===== src/design/video_bitrate_congestion_controller_assert.svh =====
// assertion macros shared by the congestion controller modules
`ifndef VIDEO_BITRATE_CONGESTION_CONTROLLER_ASSERT_SVH
`define VIDEO_BITRATE_CONGESTION_CONTROLLER_ASSERT_SVH

// same-cycle implication, disabled while in reset
`define VBCC_ASSERT_IMP(label, clk_i, rst_i, ante, cons) \
  label: assert property (@(posedge clk_i) disable iff (rst_i) (ante) |-> (cons)) \
    else $error("vbcc: same-cycle check failed");

// next-cycle implication, disabled while in reset
`define VBCC_ASSERT_NXT(label, clk_i, rst_i, ante, cons) \
  label: assert property (@(posedge clk_i) disable iff (rst_i) (ante) |=> (cons)) \
    else $error("vbcc: next-cycle check failed");

`endif


===== src/design/vbcc_pkg.sv =====
package vbcc_pkg;

  // payload of one feedback sample
  typedef struct packed {
    logic [31:0] packets_received;
    logic [31:0] packets_lost;
    logic [31:0] round_trip_us;
    logic [31:0] decoder_age_us;
    logic [47:0] now_us;
  } sample_t;

  // payload of one result
  typedef struct packed {
    logic [19:0] target_rate_kbps;
    logic [1:0]  action_taken;
  } result_t;

  // action codes, also used as the verdict of the front
  typedef enum logic [1:0] {
    ACT_HOLD  = 2'd0,
    ACT_RAISE = 2'd1,
    ACT_CUT90 = 2'd2,
    ACT_CUT80 = 2'd3
  } action_t;

  // classified sample handed from front to back
  typedef struct packed {
    action_t     action;
    logic [47:0] now_us;
  } verdict_t;

  // queue depths
  localparam int VBCC_MID_DEPTH = 2;
  localparam int VBCC_OUT_DEPTH = 2;

  // rate register and derived values after reset; minimum ceiling, floor and raise steps; hold time in us
  localparam logic [19:0] CEIL_RESET    = 20'd20000;
  localparam logic [19:0] FLOOR_RESET   = 20'd7000;
  localparam logic [19:0] TARGET_RESET  = 20'd12000;
  localparam logic [19:0] STARTUP_RESET = 20'd17000;
  localparam logic [19:0] CEIL_MIN      = 20'd1000;
  localparam logic [19:0] FLOOR_MIN     = 20'd4000;
  localparam logic [19:0] STEP_LO_MIN   = 20'd500;
  localparam logic [19:0] STEP_HI_MIN   = 20'd250;
  localparam logic [47:0] HOLD_US       = 48'd300000;

  // loss per mille
  localparam int          LOSS_BITS   = 10;
  localparam logic [9:0]  LOSS_SCALE  = 10'd1000;
  localparam logic [9:0]  LOSS_SEVERE = 10'd20;
  localparam logic [9:0]  LOSS_PRESS  = 10'd5;
  localparam logic [9:0]  LOSS_CLEAN  = 10'd1;

  // queue delay and decode age thresholds in us
  localparam logic [31:0] QD_SEVERE  = 32'd15000;
  localparam logic [31:0] QD_PRESS   = 32'd8000;
  localparam logic [31:0] QD_CLEAN   = 32'd3000;
  localparam logic [31:0] AGE_SEVERE = 32'd80000;
  localparam logic [31:0] AGE_PRESS  = 32'd45000;
  localparam logic [31:0] AGE_CLEAN  = 32'd25000;

  // reciprocals: x/125 for x < 2^29, x/5 for x < 2^23
  localparam logic [29:0] RCP125       = 30'd549755814;
  localparam int          RCP125_SHIFT = 36;
  localparam logic [23:0] RCP5         = 24'd13421773;
  localparam int          RCP5_SHIFT   = 26;

endpackage


===== src/design/vbcc_queue.sv =====
module vbcc_queue #(
  parameter int WIDTH = 8,
  parameter int DEPTH = 2
) (
  input  logic             clk,
  input  logic             rst,
  input  logic             push,
  input  logic [WIDTH-1:0] wdata,
  output logic             full,
  input  logic             pop,
  output logic [WIDTH-1:0] rdata,
  output logic             empty
);

  localparam int PTR_W = (DEPTH > 1) ? $clog2(DEPTH) : 1;
  localparam int CNT_W = $clog2(DEPTH + 1);

  logic [WIDTH-1:0] slots [DEPTH];
  logic [PTR_W-1:0] rd_ptr;
  logic [PTR_W-1:0] wr_ptr;
  logic [CNT_W-1:0] count;
  logic             do_push;
  logic             do_pop;

  // handshake qualification
  assign full    = (count == CNT_W'(DEPTH));
  assign empty   = (count == '0);
  assign do_push = push && !full;
  assign do_pop  = pop && !empty;
  assign rdata   = slots[rd_ptr];

  // storage
  always_ff @(posedge clk) begin
    if (do_push) begin
      slots[wr_ptr] <= wdata;
    end
  end

  // pointers and fill count
  always_ff @(posedge clk) begin
    if (rst) begin
      rd_ptr <= '0;
      wr_ptr <= '0;
      count  <= '0;
    end else begin
      if (do_push) begin
        wr_ptr <= (wr_ptr == PTR_W'(DEPTH - 1)) ? '0 : wr_ptr + 1'b1;
      end
      if (do_pop) begin
        rd_ptr <= (rd_ptr == PTR_W'(DEPTH - 1)) ? '0 : rd_ptr + 1'b1;
      end
      case ({do_push, do_pop})
        2'b10:   count <= count + 1'b1;
        2'b01:   count <= count - 1'b1;
        default: count <= count;
      endcase
    end
  end

endmodule


===== src/design/vbcc_front.sv =====
module vbcc_front (
  input  logic               clk,
  input  logic               rst,
  input  logic               push,
  input  vbcc_pkg::sample_t  sample,
  output logic               full,
  output logic               verdict_push,
  output vbcc_pkg::verdict_t verdict,
  input  logic               verdict_full
);
  import vbcc_pkg::*;
  `include "video_bitrate_congestion_controller_assert.svh"

  localparam int CNT_W = $clog2(LOSS_BITS);

  typedef enum logic [2:0] {
    F_IDLE,
    F_PREP,
    F_BASE,
    F_DIV,
    F_PUSH
  } fstate_t;

  fstate_t              state;
  sample_t              smp;
  logic [31:0]          baseline;
  logic [28:0]          bl_x;
  logic [22:0]          bl_quot;
  logic [32:0]          total;
  logic                 zero_total;
  logic [32:0]          rem;
  logic [LOSS_BITS-1:0] dlow;
  logic [LOSS_BITS-1:0] quo;
  logic [CNT_W-1:0]     cnt;

  logic [41:0]          dividend;
  logic [58:0]          bl_prod;
  logic [33:0]          rem_shift;
  logic                 rem_ge;
  logic [LOSS_BITS-1:0] loss;
  logic [31:0]          qdelay;
  logic                 severe;
  logic                 pressured;
  logic                 clean;
  action_t              verdict_act;

  // loss dividend and baseline decay step (rtt - baseline)/1000 = ((d >> 3) / 125)
  assign dividend = 42'(smp.packets_lost) * 42'(LOSS_SCALE);
  assign bl_prod  = 59'(bl_x) * 59'(RCP125);

  // one restoring divide step per cycle
  assign rem_shift = {rem, dlow[LOSS_BITS-1]};
  assign rem_ge    = (rem_shift >= {1'b0, total});

  // classification from the updated baseline
  assign loss   = zero_total ? '0 : quo;
  assign qdelay = (smp.round_trip_us > baseline) ? smp.round_trip_us - baseline : '0;

  assign severe    = (loss >= LOSS_SEVERE) || (qdelay >= QD_SEVERE) ||
                     (smp.decoder_age_us >= AGE_SEVERE);
  assign pressured = (loss >= LOSS_PRESS) || (qdelay >= QD_PRESS) ||
                     (smp.decoder_age_us >= AGE_PRESS);
  assign clean     = (loss <= LOSS_CLEAN) && (qdelay <= QD_CLEAN) &&
                     (smp.decoder_age_us <= AGE_CLEAN);

  always_comb begin
    if (severe) begin
      verdict_act = ACT_CUT80;
    end else if (pressured) begin
      verdict_act = ACT_CUT90;
    end else if (clean) begin
      verdict_act = ACT_RAISE;
    end else begin
      verdict_act = ACT_HOLD;
    end
  end

  assign verdict.action = verdict_act;
  assign verdict.now_us = smp.now_us;
  assign verdict_push   = (state == F_PUSH) && !verdict_full;
  assign full           = (state != F_IDLE);

  // sequencer: capture, prepare, baseline update, divide, hand over
  always_ff @(posedge clk) begin
    if (rst) begin
      state    <= F_IDLE;
      baseline <= '0;
    end else begin
      case (state)
        F_IDLE: begin
          if (push) begin
            smp   <= sample;
            bl_x  <= 29'((sample.round_trip_us - baseline) >> 3);
            state <= F_PREP;
          end
        end
        F_PREP: begin
          total      <= 33'(smp.packets_received) + 33'(smp.packets_lost);
          zero_total <= (smp.packets_received == '0) && (smp.packets_lost == '0);
          rem        <= 33'(dividend[41:LOSS_BITS]);
          dlow       <= dividend[LOSS_BITS-1:0];
          quo        <= '0;
          cnt        <= '0;
          bl_quot    <= 23'(bl_prod >> RCP125_SHIFT);
          state      <= F_BASE;
        end
        F_BASE: begin
          if (smp.round_trip_us != '0) begin
            if ((baseline == '0) || (smp.round_trip_us < baseline)) begin
              baseline <= smp.round_trip_us;
            end else begin
              baseline <= baseline + 32'(bl_quot);
            end
          end
          state <= F_DIV;
        end
        F_DIV: begin
          rem  <= rem_ge ? 33'(rem_shift - {1'b0, total}) : rem_shift[32:0];
          quo  <= {quo[LOSS_BITS-2:0], rem_ge};
          dlow <= {dlow[LOSS_BITS-2:0], 1'b0};
          cnt  <= cnt + 1'b1;
          if (cnt == CNT_W'(LOSS_BITS - 1)) begin
            state <= F_PUSH;
          end
        end
        F_PUSH: begin
          if (!verdict_full) begin
            state <= F_IDLE;
          end
        end
        default: state <= F_IDLE;
      endcase
    end
  end

  `VBCC_ASSERT_NXT(a_baseline_set, clk, rst, (state == F_BASE) && (smp.round_trip_us != '0), baseline != '0)
  `VBCC_ASSERT_IMP(a_loss_range, clk, rst, (state == F_PUSH) && !zero_total, quo <= LOSS_SCALE)

endmodule


===== src/design/vbcc_back.sv =====
module vbcc_back (
  input  logic               clk,
  input  logic               rst,
  input  logic               cfg_we,
  input  logic [19:0]        cfg_wdata,
  input  vbcc_pkg::verdict_t verdict,
  input  logic               verdict_empty,
  output logic               verdict_pop,
  output logic               result_push,
  output vbcc_pkg::result_t  result,
  input  logic               result_full
);
  import vbcc_pkg::*;
  `include "video_bitrate_congestion_controller_assert.svh"

  typedef enum logic [2:0] {
    B_IDLE,
    B_ITEM_MUL,
    B_ITEM_APPLY,
    B_CFG_LOAD,
    B_CFG_FLOOR,
    B_CFG_START,
    B_CFG_TARGET
  } bstate_t;

  // floor(v / 5) by reciprocal, v below 2^23
  function automatic logic [20:0] div5(input logic [22:0] v);
    logic [46:0] p;
    p = 47'(v) * 47'(RCP5);
    return 21'(p >> RCP5_SHIFT);
  endfunction

  bstate_t     state;
  logic [19:0] ceiling;
  logic [19:0] floor_rate;
  logic [19:0] target;
  logic [19:0] startup;
  logic        ever_adjusted;
  logic [47:0] last_adjust;
  action_t     act;
  logic [47:0] now_r;
  logic        raise_lo;
  logic [22:0] x;
  logic [20:0] q;

  logic [19:0] cv;
  logic [47:0] elapsed;
  action_t     act_next;
  logic [22:0] op_item;
  logic [19:0] q20;
  logic [19:0] step;
  logic [20:0] sum;
  logic [19:0] new_t;
  logic [19:0] floor_calc;
  logic [19:0] target_calc;

  // register write value, raised to the minimum ceiling
  assign cv = (cfg_wdata < CEIL_MIN) ? CEIL_MIN : cfg_wdata;

  // raise allowed once the hold time has passed, or before any adjustment
  assign elapsed = verdict.now_us - last_adjust;
  always_comb begin
    act_next = verdict.action;
    if ((verdict.action == ACT_RAISE) && ever_adjusted && (elapsed < HOLD_US)) begin
      act_next = ACT_HOLD;
    end
  end

  // divide-by-5 operand for the item: 80%, 90%, raise step /10 or /20
  always_comb begin
    case (act_next)
      ACT_CUT80: op_item = 23'({target, 2'b00});
      ACT_CUT90: op_item = 23'((24'(target) * 24'd9) >> 1);
      ACT_RAISE: op_item = (target < startup) ? 23'(target >> 1) : 23'(target >> 2);
      default:   op_item = 23'(target);
    endcase
  end

  // new target from the quotient
  assign q20 = q[19:0];
  always_comb begin
    if (raise_lo) begin
      step = (q20 < STEP_LO_MIN) ? STEP_LO_MIN : q20;
    end else begin
      step = (q20 < STEP_HI_MIN) ? STEP_HI_MIN : q20;
    end
    sum = 21'(target) + 21'(step);
    case (act)
      ACT_CUT80, ACT_CUT90: new_t = (q20 < floor_rate) ? floor_rate : q20;
      ACT_RAISE:            new_t = (sum > 21'(ceiling)) ? ceiling : sum[19:0];
      default:              new_t = target;
    endcase
  end

  // derived rates after a register write
  always_comb begin
    floor_calc = (q20 < FLOOR_MIN) ? FLOOR_MIN : q20;
    if (floor_calc > ceiling) begin
      floor_calc = ceiling;
    end
    target_calc = (q20 < floor_rate) ? floor_rate : q20;
    if (target_calc > ceiling) begin
      target_calc = ceiling;
    end
  end

  assign verdict_pop = (state == B_IDLE) && !verdict_empty && !result_full && !cfg_we;
  assign result_push = (state == B_ITEM_APPLY);
  assign result.target_rate_kbps = new_t;
  assign result.action_taken     = 2'(act);

  // sequencer around one shared divide-by-5 multiplier
  always_ff @(posedge clk) begin
    q <= div5(x);
    if (rst) begin
      state         <= B_IDLE;
      ceiling       <= CEIL_RESET;
      floor_rate    <= FLOOR_RESET;
      target        <= TARGET_RESET;
      startup       <= STARTUP_RESET;
      ever_adjusted <= 1'b0;
      last_adjust   <= '0;
    end else if (cfg_we) begin
      ceiling <= cv;
      x       <= 23'((23'(cv) * 23'd7) >> 2);
      state   <= B_CFG_LOAD;
    end else begin
      case (state)
        B_IDLE: begin
          if (verdict_pop) begin
            act      <= act_next;
            now_r    <= verdict.now_us;
            raise_lo <= (target < startup);
            x        <= op_item;
            state    <= B_ITEM_MUL;
          end
        end
        B_ITEM_MUL: begin
          state <= B_ITEM_APPLY;
        end
        B_ITEM_APPLY: begin
          target <= new_t;
          if (act != ACT_HOLD) begin
            last_adjust   <= now_r;
            ever_adjusted <= 1'b1;
          end
          state <= B_IDLE;
        end
        B_CFG_LOAD: begin
          x     <= 23'((25'(ceiling) * 25'd17) >> 2);
          state <= B_CFG_FLOOR;
        end
        B_CFG_FLOOR: begin
          floor_rate <= floor_calc;
          x          <= 23'(23'(ceiling) * 23'd3);
          state      <= B_CFG_START;
        end
        B_CFG_START: begin
          startup <= q20;
          state   <= B_CFG_TARGET;
        end
        B_CFG_TARGET: begin
          target <= target_calc;
          state  <= B_IDLE;
        end
        default: state <= B_IDLE;
      endcase
    end
  end

  `VBCC_ASSERT_IMP(a_target_bounds, clk, rst, state == B_IDLE, (target >= floor_rate) && (target <= ceiling))
  `VBCC_ASSERT_IMP(a_result_room, clk, rst, result_push, !result_full)

endmodule


===== src/design/video_bitrate_congestion_controller.sv =====
// the front takes a new sample only after the last one is handed over, paced by the 10-step loss divider
// a register write keeps the back busy while floor, startup and target are rederived
// reset: synchronous; ceiling 20000, floor 7000, target 12000, baseline and timing cleared
// reset empties both queues; no clearing pass
module video_bitrate_congestion_controller #(
  parameter int MID_DEPTH = vbcc_pkg::VBCC_MID_DEPTH,
  parameter int OUT_DEPTH = vbcc_pkg::VBCC_OUT_DEPTH
) (
  input  logic              clk,
  input  logic              rst,
  input  logic              push,
  input  vbcc_pkg::sample_t sample,
  output logic              full,
  output logic              empty,
  input  logic              pop,
  output vbcc_pkg::result_t result,
  input  logic              cfg_we,
  input  logic [19:0]       cfg_wdata
);
  import vbcc_pkg::*;

  verdict_t mid_in;
  logic     mid_push;
  logic     mid_full;
  logic [$bits(verdict_t)-1:0] mid_out;
  logic     mid_empty;
  logic     mid_pop;
  result_t  res_in;
  logic     res_push;
  logic     res_full;
  logic [$bits(result_t)-1:0] res_out;

  // classify samples
  vbcc_front u_front (
    .clk          (clk),
    .rst          (rst),
    .push         (push),
    .sample       (sample),
    .full         (full),
    .verdict_push (mid_push),
    .verdict      (mid_in),
    .verdict_full (mid_full)
  );

  // verdicts between front and back
  vbcc_queue #(
    .WIDTH ($bits(verdict_t)),
    .DEPTH (MID_DEPTH)
  ) u_mid_queue (
    .clk   (clk),
    .rst   (rst),
    .push  (mid_push),
    .wdata (mid_in),
    .full  (mid_full),
    .pop   (mid_pop),
    .rdata (mid_out),
    .empty (mid_empty)
  );

  // rate update and register handling
  vbcc_back u_back (
    .clk           (clk),
    .rst           (rst),
    .cfg_we        (cfg_we),
    .cfg_wdata     (cfg_wdata),
    .verdict       (verdict_t'(mid_out)),
    .verdict_empty (mid_empty),
    .verdict_pop   (mid_pop),
    .result_push   (res_push),
    .result        (res_in),
    .result_full   (res_full)
  );

  // result beats waiting to be taken
  vbcc_queue #(
    .WIDTH ($bits(result_t)),
    .DEPTH (OUT_DEPTH)
  ) u_out_queue (
    .clk   (clk),
    .rst   (rst),
    .push  (res_push),
    .wdata (res_in),
    .full  (res_full),
    .pop   (pop),
    .rdata (res_out),
    .empty (empty)
  );

  assign result = result_t'(res_out);

endmodule

===== config.mk =====
export PLATFORM = sky130hd
export DESIGN_NAME = video_bitrate_congestion_controller
export DESIGN_NICKNAME = d
export VERILOG_FILES = /design/src/design/vbcc_pkg.sv /design/src/design/vbcc_queue.sv /design/src/design/vbcc_front.sv /design/src/design/vbcc_back.sv /design/src/design/video_bitrate_congestion_controller.sv
export VERILOG_INCLUDE_DIRS = /design/src /design/src/design
export SDC_FILE = /design/constraint.sdc
export NUM_CORES = 2
export LEC_CHECK = 0
export BUFFER_PORTS_ARGS = -buffer_cell sky130_fd_sc_hd__buf_4
export CAP_MARGIN = 40
export CORE_ASPECT_RATIO = 0.5
export CORE_MARGIN = 10
export CORE_UTILIZATION = 40
export DETAILED_ROUTE_END_ITERATION = 10
export MAX_ROUTING_LAYER = met4
export SLEW_MARGIN = 0
export SYNTH_ARGS = -nofsm -noshare
export SYNTH_HDL_FRONTEND = slang
export SYNTH_SLANG_ARGS = --single-unit

===== constraint.sdc =====
create_clock -name clk -period 12.6 [get_ports clk]
set_input_delay 1.89 -clock clk [delete_from_list [all_inputs] [get_ports clk]]
set_output_delay 1.89 -clock clk [all_outputs]
set_load 0.02 [all_outputs]

# Yosys cells after proc, flatten, opt, wreduce, memory -nomap -nowiden
# Memory sizes are Yosys's and may differ from the RTL's. A register that Yosys moved wholly into a read port is not among the register bits.
# Cells that the tools add are included.
# classes
addsub	16
mul	7
div	0
order_cmp	22
n_eq_ne	29
n_shift	0
mux	49
bitwise	2
n_reduce_logical	51
# op_table
operator	count
$mux W20	9
$pmux W23 S3	2
$logic_not A32 Y1	3
$pmux W20 S2	2
$pmux W33 S2	1
$mux W32	2
$sub A32 B32 Y32	2
$mul A29 B29 Y58 const B	1
$lt A48 B19 Y1 const B	1
$sub A48 B48 Y48	1
$mul A23 B24 Y46 const B	1
$gt A20 B20 Y1	2
$lt A20 B20 Y1	2
$pmux W10 S2	2
$mul A32 B7 Y39 const B	1
$ge A34 B33 Y1	1
$add A32 B32 Y33	1
$mux W33	1
$sub A33 B33 Y33	1
$add A32 B23 Y32	1
$ge A32 B13 Y1 const B	1
$ge A32 B14 Y1 const B	1
$ge A32 B16 Y1 const B	1
$ge A32 B17 Y1 const B	1
other kinds (54)	135
# totals
reg_bits	588
latchBits	0
mem_bits_rw	144
romBits	0
inputBits	201
out_inout_bits	24
memories	2
# memory_table
name	words	word_bits	read_ports	rd_ports_with_merged_regs	wr	line_no	text
u_mid_queue.slots	2	50	1	1	1	vbcc_queue.sv:18	logic [WIDTH-1:0] slots [DEPTH];
u_out_queue.slots	2	22	1	1	1	vbcc_queue.sv:18	

# Depth between registers and ports, before layout
# logic_depth
word_depth	9
mapped_depth	30
depth_no_buf	28

# By module
# A second synthesis with hierarchy kept.
# unflattened
hier_cells	7155
area_unflattened_um2	71234.6
# by_module_without_submodules
module	instances	cells_per_inst	area_per_inst_um2
vbcc_front	1	3604	37948.9
vbcc_back	1	3275	27664.0
vbcc_queue at u_mid_queue	1	182	3818.7
vbcc_queue at u_out_queue	1	94	1803.0

# Least setup slack after synthesis
# No wires, ideal clock.
# synth_timing
path_kind	input to register
start	input port rst
end	register u_front.bl_x[0], enable pin
setup_time_ns	0.593
arrival_ns	6.895
setup_slack_ns	5.112
stages	3
path_buffers	1
path_cell_list	clkbuf_1 nor2_1 and3_1
# synth_via
elab_chain_cells	2
# synth_rtl
element	line_no	text
start, declared	video_bitrate_congestion_controller.sv:10	input logic rst,
$not A1 Y1 (no line)	-	
$reduce_and A3 Y1 (no line)	-	
end signal, assigned	vbcc_front.sv:93	bl_x <= 29'((sample.round_trip_us - baseline) >> 3);
end, declared	vbcc_front.sv:27	logic [28:0] bl_x;
# Every way passes these cells.
# A chain may end at the register's enable or synchronous reset.

# Worst setup path after layout
# layout_timing
start	register u_front.bl_x[11]
end	register u_front.bl_quot[21], data pin
# layout_via
elab_chain_cells	1
# layout_rtl
element	line_no	text
$mul A29 B29 Y58	vbcc_front.sv:49	assign bl_prod = 59'(bl_x) * 59'(RCP125);
named net u_front.bl_prod[57]	vbcc_front.sv:37	logic [58:0] bl_prod;
end signal, assigned	vbcc_front.sv:104	bl_quot <= 23'(bl_prod >> RCP125_SHIFT);
end, declared	vbcc_front.sv:28	logic [22:0] bl_quot;
# The timed path passes the listed nets, and every way through them passes these cells.

==> reports/metrics.csv <==
stage;metric;value;unit
run_status;run status;complete, no violations;
synthesis;post-synthesis cell count;7122;
place;setup slack at placement;3.980;ns
sta;setup repair after global routing missed its margin;no;
finish;Layout fillers;17050;
die;chip height;317.4;um
synthesis;Yosys warnings;0;
critical_path;cell at the slowest stage of the critical path;sky130_fd_sc_hd__edfxtp_1;
clocking;library cell used as clock root buffer;sky130_fd_sc_hd__clkbuf_16;
synthesis;average cell area after synthesis;9.938;um^2
clocking;htree depth;3;
route;post-detailed-route via-to-cell ratio;5.253;
clocking;clock tree from TritonCTS;built;
critical_path;top fanout value on the critical path;11;
clocking;number of buffers inserted during clock tree synthesis;78;
synthesis;synth top area cells;sky130_fd_sc_hd__edfxtp_1 (23%), sky130_fd_sc_hd__ha_1 (19%), sky130_fd_sc_hd__fa_1 (16%);
critical_path;worst path buffer plus inverter count;4;
clocking;clock tree sinks;731;
route;number of routed nets with antenna violations;0;
power_and_ir_drop;peak supply drop;0.0004145;V
sta;slew at the pin closest to its max-slew limit;0.8797;ns
die;placeable core region;0.1762;mm^2
sta;f_max;114.4;MHz
critical_path;category of the worst setup path capture point;register;
place;placed instance count;9616;
sta;time the final worst path needs with I/O delays and setup;8.744;ns
sta;largest clock skew in the final design;0.03840;ns
finish;multi-input logic area;0.04602;mm^2
grt;first-pass GRT wire length;299000;um
die;site row count;109;
clocking;clock latency of the later-clocked register in the worst-skew pair;0.69;ns
critical_path;category of the worst setup path launch point;register;
route;via count of the routed design;51270;
synthesis;share of flip-flops with an asynchronous set or reset;0;
route;routed wirelength normalized by instance count;19.33;um
critical_path;Crit path arrival time;9.16;ns
synthesis;fraction of the yosys area taken by sequential cells;0.2823;
sta;Final TNS setup;0;ns
synthesis;library cell with the highest instance count after synthesis;sky130_fd_sc_hd__inv_1;
hold_path;class of the worst hold path;register to register;
job;reported max-cap violation count;0;
route;total detailed-routing wirelength;188600;um
sta;Setup Viol. Count Final;0;
die;Top-Level Pins;225;
clocking;count of buffers added by post-CTS timing repair for setup;0;
critical_path;endpoint required time on the critical path;13.02;ns
grt;maximum number of pins on one net before global-route repair;74;
die;starting density of the core;0.4017;
critical_path;startpoint-to-endpoint class of the critical path;register to register;
grt;final global-route overflow total;0;
synthesis;#FFs+latches synth;731;
critical_path;Most Frequent Cell on Critical Path;sky130_fd_sc_hd__fa_1;
finish;non-filler cells, final;9759;
place;RD Place Congestion;0.9136;
synthesis;area share of the largest cell type after synthesis;0.2266;
place;number of input and output port buffers inserted;224;
power_and_ir_drop;PD cells;280.2;mW/mm^2
grt;number of global-route vias before repair;52680;
synthesis;largest area contributor in the synthesized netlist;sky130_fd_sc_hd__edfxtp_1;
synthesis;commonest cells in the netlist;sky130_fd_sc_hd__inv_1 (1,113), sky130_fd_sc_hd__ha_1 (1,091), sky130_fd_sc_hd__fa_1 (554), sky130_fd_sc_hd__edfxtp_1 (534), sky130_fd_sc_hd__nand2_1 (450);
clocking;buffer depth of the longest clock path;3;
critical_path;cell family with the largest share of critical-path delay;adder cells;
die;overall die area;0.1952;mm^2
synthesis;number of enable flip-flop cells after synthesis;534;
place;HPWL after DPL;150600;um
route;number of search-and-repair iterations in the first detailed-routing pass;6;
finish;area of all sequential standard cells;0.01998;mm^2
power_and_ir_drop;Leak;0.03517;uW
synthesis;synthesized cell area;0.07078;mm^2
route;initial detailed-routing violation count;2922;
sta;Hold Fails Final Rpt;0;
die;die span in x;614.9;um
clocking;hold_buf cts;0;
finish;Layout Area Growth over Synthesis;10.42;%
route;DRC violations left;0;
sta;max-slew violation total from the final report;0;
sta;Slew HR;0.3984;
finish;net count reported at finish;9157;
power_and_ir_drop;Design Power;21900;uW
synthesis;most common flop cell mapped by yosys;sky130_fd_sc_hd__edfxtp_1;
finish;fraction of final layout cells with drive strength greater than 1;0.07813;
grt;overall global routing resource usage;0.1950;
grt;antenna violations before repair;3;
clocking;quantity of gates resized following cts;0;
synthesis;total nets after synthesis;8968;
clocking;clock-pin slew on the worst setup and hold paths;0.07;ns
sta;slack of the critical path;3.856;ns
synthesis;unique cell type count in the Yosys netlist;98;
sta;period utilisation layout;0.6940;
critical_path;Worst path max stage delay;0.84;ns
-- through the flow --
stage                     hold WS, ns    util  area (um^2)
after global placement         0.4235  0.4271        75250
after global routing           0.4555  0.4435        78150
after floorplan                0.4215       -        70780
final                          0.4428  0.4435        78150
after CTS                      0.4416  0.4435        78140
after detailed placement       0.4340  0.4282        75450
-- worst paths after layout --
| kind | from | endpoint | slack [ns] | depth (start not counted) |
|---|---|---|---|---|
| max reg2reg | u_front.bl_x[11] | u_front.bl_quot[21] | 3.86 | 25 |
| min reg2reg | u_front.verdict[10] | u_mid_queue.slots[0][10] | 0.44 | 0 |
| max | u_front.bl_x[11] | u_front.bl_quot[21] | 3.86 | 25 |
| min | u_front.verdict[10] | u_mid_queue.slots[0][10] | 0.44 | 0 |
-- cell type report --
type | count | share of cell area
Multi-Input combinational cell | 5098 | 0.5888
Sequential cell | 731 | 0.2557
Inverter | 1114 | 0.05351
Tap cell | 2386 | 0.03820
Timing Repair Buffer | 288 | 0.02931
Clock buffer | 90 | 0.02606
Clock inverter | 51 | 0.008389
Antenna cell | 1 | 0.00003202
-- where the power goes --
group / switching [uW] / internal [uW]
sequential: 295 / 3130
combinational: 9060 / 6910
clock: 1060 / 1440
total: 10400 / 11500
-- cell usage in the layout, fill, tap and decap left out, types with 75 or more instances in the layout --
master / netlist / routed
sky130_fd_sc_hd__o21ai_0: 298 / 298
sky130_fd_sc_hd__dfxtp_1: 197 / 196
sky130_fd_sc_hd__inv_1: 1113 / 1113
sky130_fd_sc_hd__xor2_1: 86 / 86
sky130_fd_sc_hd__a21oi_1: 428 / 428
sky130_fd_sc_hd__clkbuf_16: 0 / 78
sky130_fd_sc_hd__a21o_1: 147 / 147
sky130_fd_sc_hd__nand3_1: 101 / 101
sky130_fd_sc_hd__xnor2_1: 189 / 189
sky130_fd_sc_hd__nor3_1: 95 / 93
sky130_fd_sc_hd__mux2i_1: 122 / 122
sky130_fd_sc_hd__edfxtp_1: 534 / 534
sky130_fd_sc_hd__fa_1: 554 / 554
sky130_fd_sc_hd__a211oi_1: 75 / 75
sky130_fd_sc_hd__ha_1: 1091 / 1091
sky130_fd_sc_hd__nand2_1: 450 / 449
sky130_fd_sc_hd__mux2_2: 89 / 89
sky130_fd_sc_hd__nor2_1: 410 / 404
sky130_fd_sc_hd__buf_4: 2 / 276
-- cells by family after synthesis --
group,after synthesis,synth area share
DFF,731,0.2823
and+or+nand+nor,1519,0.1021
muxes,212,0.03173
xor gates and xnor gates,275,0.03403
buffers and inverters,1293,0.06891
AOI/OAI and AO/OA,1447,0.1314
adders and majority gates,1645,0.3496
-- sequential cells by signal (all words and copies together), names as in the netlist, 3 cells and up, named ones only --
register and count:
u_front.bl_x 29, u_front.smp 128, u_back.last_adjust 48, u_front.state 3
u_back.state 3, u_front.verdict 48, u_back.ceiling 20, u_front.baseline 32
u_front.bl_quot 23, u_front.quo 10, u_front.dlow 7, u_back.now_r 48
u_back.target 20, u_front.cnt 4, u_back.floor_rate 20, u_mid_queue.slots 100
u_back.x 23, u_out_queue.slots 44, u_back.q 20, u_front.rem 33
u_front.total 33, u_back.startup 20
-- layer usage --
layer / global-route usage / wire, um
met3: 0.02023 / 6776
met4: 0.05395 / 5792
met2: 0.3323 / 91710
met5: - / 0
met1: 0.2473 / 84360
Power figures use the tool's default switching activity.
